==> config.mk <==
export PLATFORM = sky130hd
export DESIGN_NAME = sexpr_token_scanner
export DESIGN_NICKNAME = d
export VERILOG_FILES = /design/src/sts_pkg.sv /design/src/sts_front.sv /design/src/sts_queue.sv /design/src/sexpr_token_scanner.sv
export SDC_FILE = /design/constraint.sdc
export NUM_CORES = 1
export LEC_CHECK = 0
export ABC_CLOCK_PERIOD_IN_PS = 3700
export BUFFER_PORTS_ARGS = -buffer_cell sky130_fd_sc_hd__buf_4
export CORE_ASPECT_RATIO = 1.4
export CORE_MARGIN = 3
export CORE_UTILIZATION = 58
export CTS_BUF_LIST = sky130_fd_sc_hd__clkbuf_8
export CTS_CLUSTER_DIAMETER = 50
export CTS_CLUSTER_SIZE = 10
export DETAILED_ROUTE_END_ITERATION = 8
export GPL_TIMING_DRIVEN = 0
export PLACE_DENSITY = 0.81
export SLEW_MARGIN = 20
export SYNTH_ARGS = -nofsm -noshare
export SYNTH_HDL_FRONTEND = slang
export SYNTH_SLANG_ARGS = --single-unit
==> constraint.sdc <==
create_clock -name i_clk -period 3.7 [get_ports i_clk]
set_input_delay 0.555 -clock i_clk [delete_from_list [all_inputs] [get_ports i_clk]]
set_output_delay 0.555 -clock i_clk [all_outputs]
set_load 0.05 [all_outputs]
==> src/sts_pkg.sv <==
package sts_pkg;

    localparam int POS_BITS_DEF = 16;
    localparam int Q_DEPTH_DEF  = 4;

    // scanner modes
    localparam logic [2:0] M_IDLE    = 3'd0;
    localparam logic [2:0] M_COMMENT = 3'd1;
    localparam logic [2:0] M_NUM     = 3'd2;
    localparam logic [2:0] M_ID      = 3'd3;
    localparam logic [2:0] M_STR     = 3'd4;
    localparam logic [2:0] M_HASH    = 3'd5;

    // result events
    localparam logic [1:0] EV_BYTE = 2'd0;
    localparam logic [1:0] EV_DONE = 2'd1;
    localparam logic [1:0] EV_ERR  = 2'd2;
    localparam logic [1:0] EV_END  = 2'd3;

    // token kinds
    localparam logic [3:0] K_INT    = 4'd0;
    localparam logic [3:0] K_FLOAT  = 4'd1;
    localparam logic [3:0] K_ID     = 4'd2;
    localparam logic [3:0] K_STR    = 4'd3;
    localparam logic [3:0] K_BOOL   = 4'd4;
    localparam logic [3:0] K_LPAREN = 4'd5;
    localparam logic [3:0] K_RPAREN = 4'd6;
    localparam logic [3:0] K_QUOTE  = 4'd7;
    localparam logic [3:0] K_PERIOD = 4'd8;

    // characters
    localparam logic [7:0] C_NUL    = 8'h00;
    localparam logic [7:0] C_EOT    = 8'hFF;
    localparam logic [7:0] C_NL     = 8'h0A;
    localparam logic [7:0] C_SEMI   = 8'h3B;
    localparam logic [7:0] C_HASH   = 8'h23;
    localparam logic [7:0] C_DOT    = 8'h2E;
    localparam logic [7:0] C_DQUOTE = 8'h22;
    localparam logic [7:0] C_SQUOTE = 8'h27;
    localparam logic [7:0] C_LPAREN = 8'h28;
    localparam logic [7:0] C_RPAREN = 8'h29;
    localparam logic [7:0] C_T      = 8'h74;
    localparam logic [7:0] C_F      = 8'h66;

    typedef logic [15:0] t_pos;

    typedef struct packed {
        logic [1:0] event_res;
        logic [3:0] kind;
        logic [7:0] byte_out;
        t_pos       row;
        t_pos       col;
        logic       last;
    } t_res;

    // results of one accepted byte; second slot is used only with the first
    typedef struct packed {
        logic v0;
        logic v1;
        t_res r0;
        t_res r1;
    } t_push;

endpackage

==> src/sts_front.sv <==
module sts_front
    import sts_pkg::*;
#(
    parameter int POS_BITS = POS_BITS_DEF
) (
    input  logic       i_clk,
    input  logic       i_rst_n,
    input  logic       i_accept,
    input  logic [7:0] i_ch,
    output t_push      o_wr
);

    logic [2:0]          r_mode, n_mode;
    logic                r_dot, n_dot;
    logic [POS_BITS-1:0] r_line, n_line, r_col, n_col;
    logic [POS_BITS-1:0] r_srow, n_srow, r_scol, n_scol;

    logic       lead_v, idle_v, take_idle, is_end;
    t_res       lead, idle_res;
    logic [2:0] idle_mode;
    logic       idle_mark, idle_clr;
    t_push      wr;

    function automatic logic is_ws(input logic [7:0] c);
        return c == 8'h20 || (c >= 8'h09 && c <= 8'h0D);
    endfunction

    function automatic logic is_digit(input logic [7:0] c);
        return c >= 8'h30 && c <= 8'h39;
    endfunction

    function automatic logic is_id(input logic [7:0] c);
        return !(c == C_LPAREN || c == C_RPAREN || is_digit(c) || c == C_DQUOTE ||
                 c == C_SQUOTE || c == C_HASH || c == C_DOT || is_ws(c));
    endfunction

    function automatic t_res mk(input logic [1:0] ev, input logic [3:0] k,
                                input logic [7:0] b, input t_pos rw, input t_pos cl);
        t_res r;
        r.event_res = ev;
        r.kind      = k;
        r.byte_out  = b;
        r.row       = rw;
        r.col       = cl;
        r.last      = 1'b0;
        return r;
    endfunction

    // byte seen with no token open
    always_comb begin
        idle_v    = 1'b0;
        idle_mode = M_IDLE;
        idle_mark = 1'b1;
        idle_clr  = 1'b0;
        idle_res  = mk(EV_DONE, K_PERIOD, i_ch, t_pos'(r_line), t_pos'(r_col));
        if (is_ws(i_ch)) begin
            idle_mark = 1'b0;
        end else if (i_ch == C_SEMI) begin
            idle_mark = 1'b0;
            idle_mode = M_COMMENT;
        end else if (is_digit(i_ch)) begin
            idle_v            = 1'b1;
            idle_mode         = M_NUM;
            idle_clr          = 1'b1;
            idle_res.event_res = EV_BYTE;
            idle_res.kind     = K_INT;
        end else if (is_id(i_ch)) begin
            idle_v            = 1'b1;
            idle_mode         = M_ID;
            idle_res.event_res = EV_BYTE;
            idle_res.kind     = K_ID;
        end else if (i_ch == C_DQUOTE) begin
            idle_mode = M_STR;
        end else if (i_ch == C_HASH) begin
            idle_mode = M_HASH;
        end else if (i_ch == C_LPAREN) begin
            idle_v        = 1'b1;
            idle_res.kind = K_LPAREN;
        end else if (i_ch == C_RPAREN) begin
            idle_v        = 1'b1;
            idle_res.kind = K_RPAREN;
        end else if (i_ch == C_SQUOTE) begin
            idle_v        = 1'b1;
            idle_res.kind = K_QUOTE;
        end else begin
            idle_v = 1'b1;
        end
    end

    always_comb begin
        n_mode    = r_mode;
        n_dot     = r_dot;
        n_line    = r_line;
        n_col     = r_col;
        n_srow    = r_srow;
        n_scol    = r_scol;
        lead_v    = 1'b0;
        take_idle = 1'b0;
        is_end    = (i_ch == C_NUL) || (i_ch == C_EOT);
        lead      = mk(EV_DONE, r_dot ? K_FLOAT : K_INT, 8'h00,
                       t_pos'(r_srow), t_pos'(r_scol));
        wr        = '0;

        if (is_end) begin
            unique case (r_mode)
                M_NUM: begin
                    lead_v = 1'b1;
                end
                M_ID: begin
                    lead_v    = 1'b1;
                    lead.kind = K_ID;
                end
                M_STR: begin
                    lead_v         = 1'b1;
                    lead.event_res = EV_ERR;
                    lead.kind      = K_STR;
                end
                M_HASH: begin
                    lead_v         = 1'b1;
                    lead.event_res = EV_ERR;
                    lead.kind      = K_BOOL;
                end
                default: begin
                end
            endcase
            n_mode = M_IDLE;
            n_dot  = 1'b0;
            n_line = POS_BITS'(1);
            n_col  = POS_BITS'(1);
            n_srow = '0;
            n_scol = '0;
        end else begin
            unique case (r_mode)
                M_COMMENT: begin
                    if (i_ch == C_NL) begin
                        n_mode = M_IDLE;
                    end
                end
                M_NUM: begin
                    lead_v = 1'b1;
                    if (is_digit(i_ch) || (i_ch == C_DOT && !r_dot)) begin
                        n_dot          = r_dot | (i_ch == C_DOT);
                        lead.event_res = EV_BYTE;
                        lead.kind      = n_dot ? K_FLOAT : K_INT;
                        lead.byte_out  = i_ch;
                    end else begin
                        take_idle = 1'b1;
                    end
                end
                M_ID: begin
                    lead_v    = 1'b1;
                    lead.kind = K_ID;
                    if (is_id(i_ch)) begin
                        lead.event_res = EV_BYTE;
                        lead.byte_out  = i_ch;
                    end else begin
                        take_idle = 1'b1;
                    end
                end
                M_STR: begin
                    lead_v    = 1'b1;
                    lead.kind = K_STR;
                    if (i_ch == C_DQUOTE) begin
                        n_mode = M_IDLE;
                    end else begin
                        lead.event_res = EV_BYTE;
                        lead.byte_out  = i_ch;
                    end
                end
                M_HASH: begin
                    lead_v        = 1'b1;
                    lead.kind     = K_BOOL;
                    lead.byte_out = i_ch;
                    if (i_ch == C_T || i_ch == C_F) begin
                        n_mode = M_IDLE;
                    end else begin
                        lead.event_res = EV_ERR;
                        take_idle      = 1'b1;
                    end
                end
                default: begin
                    take_idle = 1'b1;
                end
            endcase

            if (take_idle) begin
                n_mode = idle_mode;
                if (idle_clr) begin
                    n_dot = 1'b0;
                end
                if (idle_mark) begin
                    n_srow = r_line;
                    n_scol = r_col;
                end
            end

            if (i_ch == C_NL) begin
                if (r_line != '1) begin
                    n_line = r_line + POS_BITS'(1);
                end
                n_col = POS_BITS'(1);
            end else if (r_col != '1) begin
                n_col = r_col + POS_BITS'(1);
            end
        end

        // pack lead and trailing result into the two slots
        if (is_end) begin
            wr.v0 = 1'b1;
            wr.v1 = lead_v;
            wr.r0 = lead_v ? lead : mk(EV_END, K_INT, 8'h00, t_pos'(r_line), t_pos'(r_col));
            wr.r1 = mk(EV_END, K_INT, 8'h00, t_pos'(r_line), t_pos'(r_col));
        end else begin
            wr.v0 = lead_v | (take_idle & idle_v);
            wr.v1 = lead_v & take_idle & idle_v;
            wr.r0 = lead_v ? lead : idle_res;
            wr.r1 = idle_res;
        end
        wr.r0.last = !wr.v1;
        wr.r1.last = 1'b1;
        if (!i_accept) begin
            wr.v0 = 1'b0;
            wr.v1 = 1'b0;
        end
    end

    assign o_wr = wr;

    always_ff @(posedge i_clk) begin
        if (!i_rst_n) begin
            r_mode <= M_IDLE;
            r_dot  <= 1'b0;
            r_line <= POS_BITS'(1);
            r_col  <= POS_BITS'(1);
            r_srow <= '0;
            r_scol <= '0;
        end else if (i_accept) begin
            r_mode <= n_mode;
            r_dot  <= n_dot;
            r_line <= n_line;
            r_col  <= n_col;
            r_srow <= n_srow;
            r_scol <= n_scol;
        end
    end

endmodule

==> src/sts_queue.sv <==
module sts_queue
    import sts_pkg::*;
#(
    parameter int DEPTH = Q_DEPTH_DEF
) (
    input  logic  i_clk,
    input  logic  i_rst_n,
    input  t_push i_wr,
    input  logic  i_pop,
    output t_res  o_head,
    output logic  o_empty,
    output logic  o_full
);

    localparam int AW = (DEPTH > 1) ? $clog2(DEPTH) : 1;
    localparam int CW = $clog2(DEPTH + 1);

    t_res          r_mem [DEPTH];
    logic [AW-1:0] r_wr, n_wr, r_rd, n_rd, w1;
    logic [CW-1:0] r_cnt, n_cnt;
    logic          pop_ok;

    function automatic logic [AW-1:0] inc(input logic [AW-1:0] p);
        return (p == AW'(DEPTH - 1)) ? '0 : p + AW'(1);
    endfunction

    assign o_empty = (r_cnt == '0);
    // room for the two results one byte can cause
    assign o_full  = (r_cnt > CW'(DEPTH - 2));
    assign o_head  = r_mem[r_rd];
    assign pop_ok  = i_pop && !o_empty;
    assign w1      = inc(r_wr);

    always_comb begin
        n_wr  = r_wr;
        n_rd  = pop_ok ? inc(r_rd) : r_rd;
        n_cnt = r_cnt - CW'(pop_ok);
        if (i_wr.v1) begin
            n_wr  = inc(w1);
            n_cnt = n_cnt + CW'(2);
        end else if (i_wr.v0) begin
            n_wr  = w1;
            n_cnt = n_cnt + CW'(1);
        end
    end

    always_ff @(posedge i_clk) begin
        if (i_wr.v0) begin
            r_mem[r_wr] <= i_wr.r0;
        end
        if (i_wr.v1) begin
            r_mem[w1] <= i_wr.r1;
        end
    end

    always_ff @(posedge i_clk) begin
        if (!i_rst_n) begin
            r_wr  <= '0;
            r_rd  <= '0;
            r_cnt <= '0;
        end else begin
            r_wr  <= n_wr;
            r_rd  <= n_rd;
            r_cnt <= n_cnt;
        end
    end

endmodule

==> src/sexpr_token_scanner.sv <==
// Channel   Direction  Handshake           Beat content
// -------   ---------  ------------------  -------------------------------------------
// source    in         push / full         i_ch: one text byte
// result    out        empty / pop         event, kind, byte, row, col, last flag
//
// Cycles: one byte is taken every cycle while full is low; the scanner state
// updates in that same cycle and its results land in the result queue.
// Results wait in the result queue behind older ones; the head drives the outputs.
// The queue drains one beat per cycle while pop is high, so a run of bytes that
// each give two results (a token end plus a new token) fills it and raises full.
// Reset: synchronous, active low; clears the scanner state and empties the queue.
// Stalls: full is raised whenever the queue lacks room for two beats.
module sexpr_token_scanner
    import sts_pkg::*;
#(
    parameter int POS_BITS = POS_BITS_DEF,
    parameter int Q_DEPTH  = Q_DEPTH_DEF
) (
    input  logic        i_clk,
    input  logic        i_rst_n,
    input  logic        push,
    output logic        full,
    input  logic [7:0]  i_ch,
    input  logic        pop,
    output logic        empty,
    output logic [1:0]  o_event_res,
    output logic [3:0]  o_kind,
    output logic [7:0]  o_byte_out,
    output logic [15:0] o_row,
    output logic [15:0] o_col,
    output logic        o_last
);

    logic  accept;
    t_push wr;
    t_res  head;

    // take a byte only when the queue can hold everything it may cause
    assign accept = push && !full;

    // front: mode tracking, position counting and result generation
    sts_front #(
        .POS_BITS (POS_BITS)
    ) u_front (
        .i_clk    (i_clk),
        .i_rst_n  (i_rst_n),
        .i_accept (accept),
        .i_ch     (i_ch),
        .o_wr     (wr)
    );

    // back: hold results until the consumer pops them
    sts_queue #(
        .DEPTH (Q_DEPTH)
    ) u_queue (
        .i_clk   (i_clk),
        .i_rst_n (i_rst_n),
        .i_wr    (wr),
        .i_pop   (pop),
        .o_head  (head),
        .o_empty (empty),
        .o_full  (full)
    );

    assign o_event_res = head.event_res;
    assign o_kind      = head.kind;
    assign o_byte_out  = head.byte_out;
    assign o_row       = head.row;
    assign o_col       = head.col;
    assign o_last      = head.last;

endmodule

# --- Word-level counts from Yosys, hierarchy flattened ---
# Memory sizes are Yosys's and may differ from the RTL's. A register that Yosys moved wholly into a read port is not among the register bits.
# Index checks and enable logic that the tools add are counted.
# Widths: inputs -> output; s select.
totals:
  ff_bits: 75
  mem_bits_rw: 188
  elab_cells: 175
  memories: 1
op_classes:
  n_addsub: 8
  order_cmp: 5
  n_eq_ne: 25
  muxes: 86
  bitwise_logic: 5
  reduce_logical: 36
memory_table:
  columns: ["name", "depth", "word_bits", "rd", "rd_ports_with_merged_regs", "wr", "line", "source"]
  rows:
  - ["u_queue.r_mem", 4, 47, 1, 1, 2, "sts_queue.sv:18", "t_res r_mem [DEPTH];"]
op_table:
  columns: ["operator", "n"]
  rows:
  - ["$mux 16", 12]
  - ["$mux 96", 1]
  - ["$mux 47", 2]
  - ["$eq 8x6->1 const B", 8]
  - ["$pmux 14 s4", 1]
  - ["$mux 3", 13]
  - ["$add 16x1->16 const B", 2]
  - ["$ne 16x16->1 const B", 2]
  - ["$mux 1", 30]
  - ["$mux 4", 6]
  - ["$mux 6", 4]
  - ["$mux 8", 3]
  - ["$mux 2", 10]
  - ["$eq 8x7->1 const B", 2]
  - ["$mux 13", 1]
  - ["$ne 4x1->1 const B", 3]
  - ["$pmux 4 s3", 1]
  - ["$logic_or 1x1->1", 11]
  - ["$reduce_bool 2->1", 5]
  - ["$pmux 3 s3", 1]
  - ["$eq 8x4->1 const B", 1]
  - ["$eq 8x8->1 const B", 1]
  - ["$ge 8x4->1 const B", 1]
  - ["$ge 8x6->1 const B", 1]
  - ["25 further kinds", 43]

# --- Depth between registers and ports, before layout ---
# Gate-level depths: netlist of the first run.
logic_depth:
  word_depth: 18
  ltp_mapped: 11
  ltp_nobuf: 10

# --- By module ---
# Synthesis of the first run repeated with hierarchy kept, for this count alone.
hier_totals:
  cells_unflattened: 1082
  area_unflattened_um2: 14296.2
modules_own_cells:
  columns: ["module", "instances", "cells_each", "area_per_inst_um2", "seq_area_each_um2"]
  rows:
  - ["sts_queue", 1, 519, 9834.4, 5825.6]
  - ["sts_front", 1, 562, 4448.0, 1361.3]
  - ["sexpr_token_scanner", 1, 1, 13.8, 0.0]

# --- Worst setup path after synthesis of the first run ---
# OpenSTA, ideal clock, no wires.
synth_path:
  kind: "input port to flip-flop"
  startpoint: "in i_ch[6]"
  endpoint: "mem u_queue.r_mem[0][10] in the netlist's numbering, enable pin"
  setup_ns: 0.577
  arrival_time_ns: 3.060
  required_ns: 3.123
  slack_ns: 0.063
  cell_stages: 8
  n_path_buf: 2
  cell_sequence: "buf_2 > or4b_4 > nor4_4 > or4_4 > o211ai_4 > o2111ai_2 > buf_2 > nand2_1"
synth_rtl:
  columns: ["element", "line", "source"]
  rows:
  - ["start, declared", "sexpr_token_scanner.sv:23", "input logic [7:0] i_ch,"]
  - ["end, declared", "sts_queue.sv:18", null]

==> metrics.txt, run 1 <==
status completed; CTS tree built; Post-synth EDFFs between 150 and 200; register area 7147 um^2; Worst Reg2Reg Path Length in Cells 10; most used routing layer met2; postcts setup bufs 0; WHS Endpoint u_queue.r_mem[2][40]; R2R Setup Slk slightly below 0.3 ns; GR Util met3 0.04110; worst path bufs/invs 3; Synth Area in Simple Gates 0.1319; Post-Route Skew around 0.03 ns; slowest stage cell, crit path buf_1; Post-Synth Adder-Cell Area 0.01124; drt pass-1 iters 5; Max IR drop VDD 683.3 uV; Initial Util 0.5906; clk slew on worst S/H paths ~0.07 ns; Post-layout nets around 1200; Reg-to-Reg End u_queue.r_mem[2][28]; sequential cell area fraction in the yosys report 0.5352; CTS Hold Bufs 0; synthesized netlist net count roughly 1100; dpl cell area about 14000 um^2; Max Slew Vio Count 0; P_leak 5.322 nW; met1 Use GR 0.3430; hold path start i_ch[7]; gr ovfl total 0; Residual DRC 0; synthesis-to-layout area growth 10.65%; distinct cell type count after synthesis 76; post-layout minimum cycle time between 3 and 4 ns; routing usage on met2 0.4984; YS warnings 0; largest family of logic cells by synthesized area compound AO/OA/AOI/OAI gates; worst endpoint required time 3.14 ns; H-tree levels 1; hold depth 3; Fin Setup TNS 0 ns; post-synthesis compound-gate area fraction 0.1688; IO Port Bufs 55; Achievable Freq roughly 280 MHz; io pins 61; worst r2r src u_front.r_mode[1]; Initial DRC Count approximately 1000; post-synthesis register bit count between 200 and 300; cell taking the most area after synthesis edfxtp_1; final hold vios 0; core footprint approximately 23000 um^2; Hold/Removal Path Class input pin to flop; Netlist Area Pre-Place roughly 13000 um^2; Avg WL per Cell 23.11 um; unrepaired setup endpoints after global routing false; setup violators final 0; largest net degree at the start of global routing 47; Top FF cell, synth edfxtp_1; worst path arrival time 2.96 ns; CTS max path bufs 3; top cell type's share of synthesized area 0.4138; Post-Route WL ~35 mm; post-synthesis xor/xnor area fraction 0.01771; Avg Cell Area, Syn about 12 um^2; antenna-violating nets left 0; first-pass GRT wire length 54.61 mm; top cells by area, synth edfxtp_1 (41%), dfxtp_1 (12%), a22o_1 (8.4%); vias in the first global route between 9000 and 10000; Die Y between 150 and 200 um; n_diodes 0; Die Wd 134.2 um; initial antenna violation count 0; maxcap violations 0; CP peak stage delay between 0.7 and 0.8 ns; PwrDens 632.9 nW/um^2; Clock Tree Root clkbuf_8; slew of the pin with the lowest slew margin approximately 0.95 ns; TritonCTS Buffers 31; Post-Synthesis Cells between 1000 and 1500; crit path capture type output port; Top Family by Delay on Critical Path buffers and inverters; CTS Sinks 265; Clock Latency Late Sink just under 0.6 ns; crit share post-route 0.9496; multiplexer share of the synthesized area 0.09211; Detail Placement HPWL around 24 mm; row cnt 65; final instance area between 10000 and 15000 um^2; CP Max Fanout 10; Hold WS around 0.42 ns; Async S/R FF share, synth 0; Synth top cells by count edfxtp_1 (184), a22o_1 (128), nor2_1 (84); fill count roughly 1700; Total GRT Usage 0.2818; vias 9921; CP Cell Sequence clkbuf_1 -> buf_1 -> mux4_2 -> buf_4; startpoint types flop; CP Class flop to output port; share of layout cells above drive strength 1 0.1683; count leader, synth edfxtp_1; gpl congestion around 0.98; post-layout util 0.6535; Worst slew margin 0.3639; area of the multi-input gates 5662 um^2; die area roughly 25000 um^2; vias per cell between 6 and 7
==> worst min-delay path: stages <==
cell,delay [ns]
buf_6,0.11
nand2_1,0.10
nor2_1,0.11
==> logic make-up (layout without fill, tap and decap cells) <==
kind of cell | Yosys count | in the layout
xor+xnor | 27 | 27
mux | 64 | 64
fa+ha+maj | 12 | 12
buf+inv | 125 | 238
flops | 265 | 265
simple gates | 329 | 329
compound gates | 289 | 289
==> registers in the layout, indices dropped and copies added (netlist names), named ones only <==
| name | flops |
|---|---|
| u_front.r_line | 16 |
| u_front.r_srow | 16 |
| u_front.r_mode | 3 |
| u_queue.r_rd | 2 |
| u_queue.r_cnt | 3 |
| u_front.r_col | 16 |
| u_front.r_scol | 16 |
| u_queue.r_wr | 2 |
| u_front.r_dot | 1 |
| u_queue.r_mem | 188 |
==> routing by layer <==
metal | share of wire | up-vias
met5 | 0 | -
met4 | 0.049 | 0
met3 | 0.076 | 113
met2 | 0.51 | 483
met1 | 0.37 | 4881
li1 | - | 4444
==> timing repair <==
item,4_1_cts,5_1_grt
gates resized for setup,4,1
gates cloned,0,0
endpoints found under the hold margin,0,0
endpoints found under the setup margin,30,1
pin swaps,0,0
==> placed cells by master, fill, tap and decap left out, types with 17 or more instances in the layout <==
| master | n |
|---|---|
| mux4_2 | 47 |
| o21a_1 | 28 |
| and3_1 | 40 |
| nand2_1 | 54 |
| inv_1 | 41 |
| dfxtp_1 | 81 |
| nand3_1 | 26 |
| buf_4 | 62 |
| clkbuf_8 | 31 |
| edfxtp_1 | 184 |
| buf_2 | 21 |
| xnor2_1 | 21 |
| o21ai_0 | 24 |
| a22o_1 | 128 |
| nor2b_1 | 31 |
| nor3_1 | 17 |
| clkbuf_1 | 60 |
| a21oi_1 | 31 |
| nor2_1 | 84 |
==> report_power, final <==
group	internal, mW	switching (mW)	leakage, nW
registers	3.67	0.146	2.47
logic	1.13	2.53	2.49
clock network	0.850	1.03	0.363
==> final cells by class <==
| class | count | area share |
|---|---|---|
| tap | 301 | 0.02549 |
| buffer | 105 | 0.03447 |
| clock buffer | 31 | 0.02888 |
| inverter | 20 | 0.005081 |
| timing repair buffer | 57 | 0.03065 |
| clock inverter | 25 | 0.008553 |
| multi-input combinational | 721 | 0.3832 |
| sequential | 265 | 0.4837 |
==> worst max-delay path by stage <==
stage          startpoint                    to  slack [ns]  cells past startpoint
3_3_place_gp      i_ch[4]   u_queue.r_mem[3][8]       -1.19                      8
3_5_place_dp      i_ch[4]  u_queue.r_mem[3][36]       -0.04                      9
2_1_floorplan     i_ch[6]  u_queue.r_mem[0][10]        0.06                      8
5_1_grt              flop              o_row[6]        0.05                      4
4_1_cts              flop             o_kind[0]        0.14                      4
6_report             flop             o_row[12]        0.19                      4
==> per-stage QoR <==
| step | instances | power, mW | setup WS (ns) |
|---|---|---|---|
| after floorplan | 1111 | 6.376 | 0.06341 |
| after global placement | 1467 | 7.422 | -1.187 |
| after detailed placement | 1469 | 7.501 | -0.03877 |
| after CTS | 1525 | 9.332 | 0.1360 |
| after global routing | 1525 | 9.695 | 0.04867 |
| final | 1525 | 9.352 | 0.1866 |
Power figures use the tool's default switching activity.
==> run 2: changes to the inputs <==
--- a/config.mk
+++ b/config.mk
@@ -6,7 +6,7 @@
 export NUM_CORES = 1
 export LEC_CHECK = 0
 export ABC_CLOCK_PERIOD_IN_PS = 3700
-export BUFFER_PORTS_ARGS = -buffer_cell sky130_fd_sc_hd__buf_4
+export BUFFER_PORTS_ARGS = -buffer_cell sky130_fd_sc_hd__clkbuf_2
 export CORE_ASPECT_RATIO = 1.4
 export CORE_MARGIN = 3
 export CORE_UTILIZATION = 58
==> run 2 against run 1 <==
  * Register-to-register slack worse by 0.12 ns
  * Hold slack better by 0.014 ns
  * Setup slack got worse by 0.019 ns
  * Count of clock-buffer cells in the layout did not move
  * Wire length increased by 2.0%
  * Clock skew shrank 0.0021 ns
  * First-iteration DRC count grew 4.2%
==> metrics.txt, run 2 (synthesis results as in run 1) <==
status completed (unchanged); worst endpoint required time 4.13 ns (was 3.14 ns); Top Family by Delay on Critical Path buffers and inverters (unchanged); final hold vios 0 (unchanged); worst path bufs/invs 3 (unchanged); unrepaired setup endpoints after global routing false (unchanged); row cnt 65 (unchanged); Residual DRC 0 (unchanged); CTS Hold Bufs 0 (unchanged); worst r2r src u_front.r_mode[1] (unchanged); fill count 1771 (was 1744); hold path start i_ch[7] (unchanged); Reg with most FFs u_queue.r_mem (unchanged); Die Wd 134.2 um (unchanged); final instance area 14650 um^2 (was 14780 um^2); CTS max path bufs 3 (unchanged); gr ovfl total 0 (unchanged); Die Y 185.5 um (unchanged); Post-Route WL 35.97 mm (was 35.25 mm); setup violators final 0 (unchanged); startpoint types flop (unchanged); Worst Reg2Reg Path Length in Cells 10 (unchanged); Post-layout nets 1225 (unchanged); CTS tree built (unchanged); Reg-to-Reg End u_queue.r_mem[2][28] (unchanged); Worst path most repeated cell buf_2; Max IR drop VDD 614.4 uV (was 683.3 uV); Initial DRC Count 1045 (was 1003); n_diodes 0 (unchanged); Tot Pwr 9.223 mW (was 9.352 mW); vias per cell 6.620 (was 6.506); CP Max Fanout 10 (unchanged); fin cells 1525 (unchanged); io pins 61 (unchanged); Clock Latency Late Sink 0.58 ns (about the same); R2R Setup Slk 0.17 ns (was 0.29 ns); vias 10100 (was 9921); crit share post-route 0.9546 (was 0.9496); gpl congestion 0.9545 (was 0.9810); most common cell after layout, fill and taps aside edfxtp_1 (unchanged); worst path arrival time 3.96 ns (was 2.96 ns); core footprint 22610 um^2 (unchanged); synthesis-to-layout area growth 9.736% (was 10.65%); P_leak 5.288 nW (was 5.322 nW); PwrDens 629.4 nW/um^2 (was 632.9 nW/um^2); WHS Endpoint u_queue.r_mem[0][40] (was u_queue.r_mem[2][40]); Avg WL per Cell 23.59 um (was 23.11 um); maxcap violations 0 (unchanged); hold depth 3 (unchanged); Total GRT Usage 0.2867 (was 0.2818); CP Cell Sequence buf_2 -> nand2b_1 -> and2_1 -> buf_2 -> a2111oi_4 -> and3_1 -> o21ai_0 -> nand2_1 -> clkbuf_1 -> a22o_1 (was clkbuf_1 -> buf_1 -> mux4_2 -> buf_4); Worst slew margin 0.3785 (was 0.3639); CTS Sinks 265 (unchanged); largest net degree at the start of global routing 47 (unchanged); most frequent cells in the layout edfxtp_1 (184), a22o_1 (128), nor2_1 (84), dfxtp_1 (81), clkbuf_1 (60) (was edfxtp_1 (184), a22o_1 (128), nor2_1 (84), dfxtp_1 (81), buf_4 (62)); postcts setup bufs 0 (unchanged); clk slew on worst S/H paths 0.07 ns (about the same); Initial Util 0.5906 (unchanged); Cells after DPL 1469 (unchanged); die area 24900 um^2 (unchanged); slowest stage cell, crit path clkbuf_1 (was buf_1); IO Port Bufs 55 (unchanged); initial antenna violation count 0 (unchanged); dpl cell area 14070 um^2 (was 14210 um^2); slew of the pin with the lowest slew margin 0.9323 ns (was 0.9541 ns); Achievable Freq 283.1 MHz (was 284.6 MHz); Max Slew Vio Count 0 (unchanged); CP Class flop to flop (was flop to output port); area of the multi-input gates 5662 um^2 (unchanged); Hold/Removal Path Class input pin to flop (unchanged); post-layout minimum cycle time 3.532 ns (was 3.513 ns); post-cts resize count 7 (was 4); Hold WS 0.4344 ns (was 0.4201 ns); CP peak stage delay 0.75 ns (was 0.72 ns); H-tree levels 1 (unchanged); max FFs per register 188 (unchanged); register area 7147 um^2 (unchanged); TritonCTS Buffers 31 (unchanged); share of layout cells above drive strength 1 0.1691 (was 0.1683); drt pass-1 iters 5 (unchanged); crit path capture type flop (was output port); Post-Route Skew 0.02761 ns (was 0.02974 ns); first-pass GRT wire length 55.46 mm (was 54.61 mm); Detail Placement HPWL 24.39 mm (was 23.91 mm); vias in the first global route 9940 (was 9836); Clock Tree Root clkbuf_8 (unchanged); antenna-violating nets left 0 (unchanged)
## run 2: how the worst max path moves through the flow
stage | slack, ns | startpoint | to | cells past startpoint
after floorplan | 0.06 | i_ch[6] | u_queue.r_mem[0][10] | 8
after global placement | -1.26 | i_ch[0] | u_queue.r_mem[3][11] | 9
after detailed placement | 0.03 | i_ch[4] | u_queue.r_mem[2][28] | 9
after CTS | 0.25 | flop | o_row[12] | 4
after global routing | 0.19 | u_front.r_mode[1] | u_queue.r_mem[2][21] | 10
final | 0.17 | u_front.r_mode[1] | u_queue.r_mem[2][28] | 10
## run 2: tightest hold or removal path, delay by kind of cell
family,cells,cell delay (ns)
AND/OR/NAND/NOR,2,0.22
buffers and inverters,1,0.11
## run 2: final cells by class
type | count | area share
buffer | 105 | 0.03569
clock inverter | 25 | 0.008710
sequential | 265 | 0.4877
clock buffer | 31 | 0.02912
inverter | 20 | 0.005123
timing repair buffer | 57 | 0.02152
tap | 301 | 0.02570
multi-input combinational | 721 | 0.3864
## run 2: metrics by stage
stage	TNS, ns	util	setup slack, ns
after floorplan	0	-	0.06341
after global routing	0	0.6481	0.1877
after detailed placement	0	0.6225	0.02614
after CTS	0	0.6481	0.2537
final	0	0.6481	0.1679
after global placement	-223.25	0.6194	-1.264
## run 2: per-layer routing
| layer | vias to the layer above | track usage | routed length (um) |
|---|---|---|---|
| met5 | - | 0 | 0 |
| met3 | 115 | 0.03515 | 2876 |
| li1 | 4446 | - | - |
| met2 | 562 | 0.5050 | 18420 |
| met1 | 4972 | 0.3522 | 12930 |
| met4 | 0 | 0.1369 | 1742 |
## run 2: where the power goes
group	leakage, nW	total (mW)	switching, mW	internal (mW)
combinational	2.46	3.52	2.54	0.980
clock	0.363	1.89	1.04	0.850
sequential	2.47	3.82	0.151	3.67
total	5.29	9.22	3.73	5.50
==> run 3: changes to the inputs <==
--- a/config.mk
+++ b/config.mk
@@ -5,18 +5,19 @@
 export SDC_FILE = /design/constraint.sdc
 export NUM_CORES = 1
 export LEC_CHECK = 0
-export ABC_CLOCK_PERIOD_IN_PS = 3700
+export ABC_CLOCK_PERIOD_IN_PS = 4170
 export BUFFER_PORTS_ARGS = -buffer_cell sky130_fd_sc_hd__clkbuf_2
 export CORE_ASPECT_RATIO = 1.4
 export CORE_MARGIN = 3
-export CORE_UTILIZATION = 58
+export CORE_UTILIZATION = 65
 export CTS_BUF_LIST = sky130_fd_sc_hd__clkbuf_8
 export CTS_CLUSTER_DIAMETER = 50
 export CTS_CLUSTER_SIZE = 10
 export DETAILED_ROUTE_END_ITERATION = 8
 export GPL_TIMING_DRIVEN = 0
-export PLACE_DENSITY = 0.81
+export PLACE_DENSITY = 0.85
 export SLEW_MARGIN = 20
 export SYNTH_ARGS = -nofsm -noshare
 export SYNTH_HDL_FRONTEND = slang
+export SYNTH_HIERARCHICAL = 1
 export SYNTH_SLANG_ARGS = --single-unit
==> constraint.sdc (replaced) <==
create_clock -name i_clk -period 4.17 [get_ports i_clk]
set_input_delay 0.6255 -clock i_clk [delete_from_list [all_inputs] [get_ports i_clk]]
set_output_delay 0.6255 -clock i_clk [all_outputs]
set_load 0.05 [all_outputs]
==> run 3 against run 2 <==
  * Cell count shrank 2.3%
  * First-iteration DRC count shrank 19%
  * Cell area grew 6.1%
  * Flip-flop and latch count is the same
  * Synthesized area grew 7.1%
  * Global-route usage shrank 1.0 points
  * Core utilization grew 7.7 points
  * Clock power shrank 12%
  * Register-to-register slack gained 0.39 ns
  * Sequential power shrank 5.2%
  * Die area shrank 4.3%
  * Critical path type is now input pin to flop
  * Critical endpoint is now u_queue/r_mem[2][37]
  * Largest power group is now combinational logic
==> metrics.txt, run 3 <==
status completed (unchanged); Netlist Area Pre-Place 14300 um^2 (was 13350 um^2); gr ovfl total 0 (unchanged); Post-synth EDFFs 188 (was 184); setup violators final 0 (unchanged); initial antenna violation count 0 (unchanged); Reg with most FFs u_queue/r_mem (was u_queue.r_mem); CTS tree built (unchanged); worst path bufs/invs 5 (was 3); multiplexer share of the synthesized area 0.2401 (was 0.09211); worst endpoint required time 4.36 ns (was 4.13 ns); die area 23830 um^2 (was 24900 um^2); Avg Cell Area, Syn 13.21 um^2 (was 12.02 um^2); row cnt 63 (was 65); vias 9406 (was 10100); CTS max path bufs 3 (unchanged); vias per cell 6.313 (was 6.620); YS warnings 6 (was 0); final instance area 15550 um^2 (was 14650 um^2); CTS Sinks 265 (unchanged); Avg WL per Cell 21.94 um (was 23.59 um); n_diodes 0 (unchanged); synthesized netlist net count 1104 (was 1135); startpoint types input pin (was flop); crit share post-route 0.9539; Top FF cell, synth edfxtp_1 (unchanged); H-tree levels 1 (unchanged); top cell type's share of synthesized area 0.3949 (was 0.4138); PwrDens 580.9 nW/um^2 (was 629.4 nW/um^2); post-layout minimum cycle time between 3 and 4 ns; CP Class input pin to flop (was flop to flop); CP Max Fanout 47 (was 10); Post-layout nets 1195 (was 1225); drt pass-1 iters 5 (unchanged); Residual DRC 0 (unchanged); Worst path most repeated cell buf_6 (was buf_2); Synth Area in Simple Gates 0.09181 (was 0.1319); largest net degree at the start of global routing 48 (was 47); Post-Synthesis Cells 1082 (was 1111); Initial Util 0.6668 (was 0.5906); Achievable Freq 251.4 MHz; max FFs per register 188 (unchanged); vias in the first global route 9707 (was 9940); Post-Route WL 32.69 mm (was 35.97 mm); postcts setup bufs 0 (unchanged); Async S/R FF share, synth 0 (unchanged); core footprint 21440 um^2 (was 22610 um^2); first-pass GRT wire length 52.76 mm (was 55.46 mm); Post-Synth Adder-Cell Area 0.008752 (was 0.01124); post-synthesis register bit count 265 (unchanged); post-synthesis xor/xnor area fraction 0.01654 (was 0.01771); unrepaired setup endpoints after global routing false (unchanged); sequential cell area fraction in the yosys report 0.5027 (was 0.5352); Worst slew margin 0.3224 (was 0.3785); Die Y 181.5 um (was 185.5 um); Tot Pwr 9.033 mW (was 9.223 mW); final hold vios 0 (unchanged); gpl congestion 0.9441 (was 0.9545); fill count 1460 (was 1771); post-cts resize count 0 (was 7); antenna-violating nets left 0 (unchanged); Total GRT Usage 0.2766 (was 0.2867); CTS Hold Bufs 0 (unchanged); crit path capture type flop (unchanged); distinct cell type count after synthesis 72 (was 76); TritonCTS Buffers 31 (unchanged); Die Wd 131.3 um (was 134.2 um); share of layout cells above drive strength 1 0.3631 (was 0.1691); slew of the pin with the lowest slew margin 1.003 ns (was 0.9323 ns); cell taking the most area after synthesis edfxtp_1 (unchanged); Synth top cells by count edfxtp_1 (188), mux2_2 (133), inv_1 (78) (was edfxtp_1 (184), a22o_1 (128), nor2_1 (84)); top cells by area, synth edfxtp_1 (39%), dfxtp_1 (11%), mux2_2 (10%) (was edfxtp_1 (41%), dfxtp_1 (12%), a22o_1 (8.4%)); worst path arrival time 4.16 ns (was 3.96 ns); slowest stage cell, crit path nand2_4 (was clkbuf_1); CP peak stage delay 0.64 ns (was 0.75 ns); largest family of logic cells by synthesized area multiplexers (was compound AO/OA/AOI/OAI gates); Top Family by Delay on Critical Path simple AND/OR/NAND/NOR gates (was buffers and inverters); most common cell after layout, fill and taps aside edfxtp_1 (unchanged); Clock Tree Root clkbuf_8 (unchanged); Max Slew Vio Count 0 (unchanged); maxcap violations 0 (unchanged); Post-Route Skew 0.03695 ns (was 0.02761 ns); CP Cell Sequence clkbuf_2 -> clkbuf_1 -> nand4_1 -> nor2_1 -> nor2_1 -> and3_1 -> nor4_1 -> buf_6 -> nand2_4 -> buf_6 -> buf_6 -> nand2_4 (was buf_2 -> nand2b_1 -> and2_1 -> buf_2 -> a2111oi_4 -> and3_1 -> o21ai_0 -> nand2_1 -> clkbuf_1 -> a22o_1); io pins 61 (unchanged); IO Port Bufs 58 (was 55); P_leak 5.775 nW (was 5.288 nW); Initial DRC Count 847 (was 1045); Detail Placement HPWL 21.72 mm (was 24.39 mm); most frequent cells in the layout edfxtp_1 (188), mux2_2 (133), inv_1 (101), dfxtp_1 (77), nand2_1 (65) (was edfxtp_1 (184), a22o_1 (128), nor2_1 (84), dfxtp_1 (81), clkbuf_1 (60)); Max IR drop VDD 321.4 uV (was 614.4 uV); synthesis-to-layout area growth 8.778% (was 9.736%); count leader, synth edfxtp_1 (unchanged); dpl cell area 14980 um^2 (was 14070 um^2); clk slew on worst S/H paths 0.08 ns (was 0.07 ns); post-synthesis compound-gate area fraction 0.08551 (was 0.1688); Hold/Removal Path Class input pin to flop (unchanged); Clock Latency Late Sink 0.59 ns (was 0.58 ns)
## run 3: layout make-up
cell class / instances / area, um^2 / area share
multi-input combinational: 665 / 6362 / 0.4091
sequential: 265 / 7187 / 0.4621
buffer: 73 / 480.5 / 0.03090
tap: 292 / 365.4 / 0.02349
clock inverter: 27 / 142.6 / 0.009172
clock buffer: 31 / 426.7 / 0.02744
inverter: 79 / 296.5 / 0.01907
timing repair buffer: 58 / 290.3 / 0.01867
## run 3: path summary, 6_finish.rpt
check	startpoint	to	slack, ns	cells after the start
max	i_ch[0]	u_queue/r_mem[2][37]	0.19	12
min reg2reg	u_front/r_scol[0]	u_front/r_scol[0]	0.46	2
min	i_rst_n	u_queue/r_wr[1]	0.37	3
max reg2reg	u_front/r_mode[1]	u_queue/r_mem[2][37]	0.56	11
## run 3: report_power, final
| part | leakage (nW) | internal, mW | switching, mW |
|---|---|---|---|
| registers | 2.40 | 3.46 | 0.156 |
| logic | 3.00 | 1.21 | 2.54 |
| clock network | 0.374 | 0.761 | 0.910 |
## run 3: stage by stage
step / TNS, ns / setup slack (ns) / std cells / utilization / hold slack [ns]
after floorplan: 0 / 0.3076 / 1082 / - / 0.4330
after global placement: -120.33 / -0.6568 / 1432 / 0.6978 / 0.4470
after detailed placement: -44.21 / -0.2560 / 1432 / 0.6988 / 0.4503
after CTS: 0 / 0.3377 / 1490 / 0.7253 / 0.3353
after global routing: 0 / 0.01417 / 1490 / 0.7253 / 0.3796
final: 0 / 0.1922 / 1490 / 0.7253 / 0.3686
## run 3: layer usage
layer,global-route usage,part of all wire,vias to the layer above
met1,0.3405,0.38,4710
li1,-,-,4270
met5,0,0,-
met4,0.1152,0.041,0
met3,0.03132,0.051,93
met2,0.4977,0.52,333
## run 3: worst min-delay path: cells and delay by family
kind	cells	cell delay (ns)
buf+inv	1	0.15
compound gates	2	0.15
## run 3: cell families (layout without fill, tap and decap cells)
| family | after synthesis | count (layout) |
|---|---|---|
| fa+ha+maj | 10 | 10 |
| mux | 239 | 239 |
| buf+inv | 152 | 268 |
| compound gates | 144 | 144 |
| simple gates | 244 | 244 |
| other cells | 1 | 1 |
| flops | 265 | 265 |
| xor+xnor | 27 | 27 |
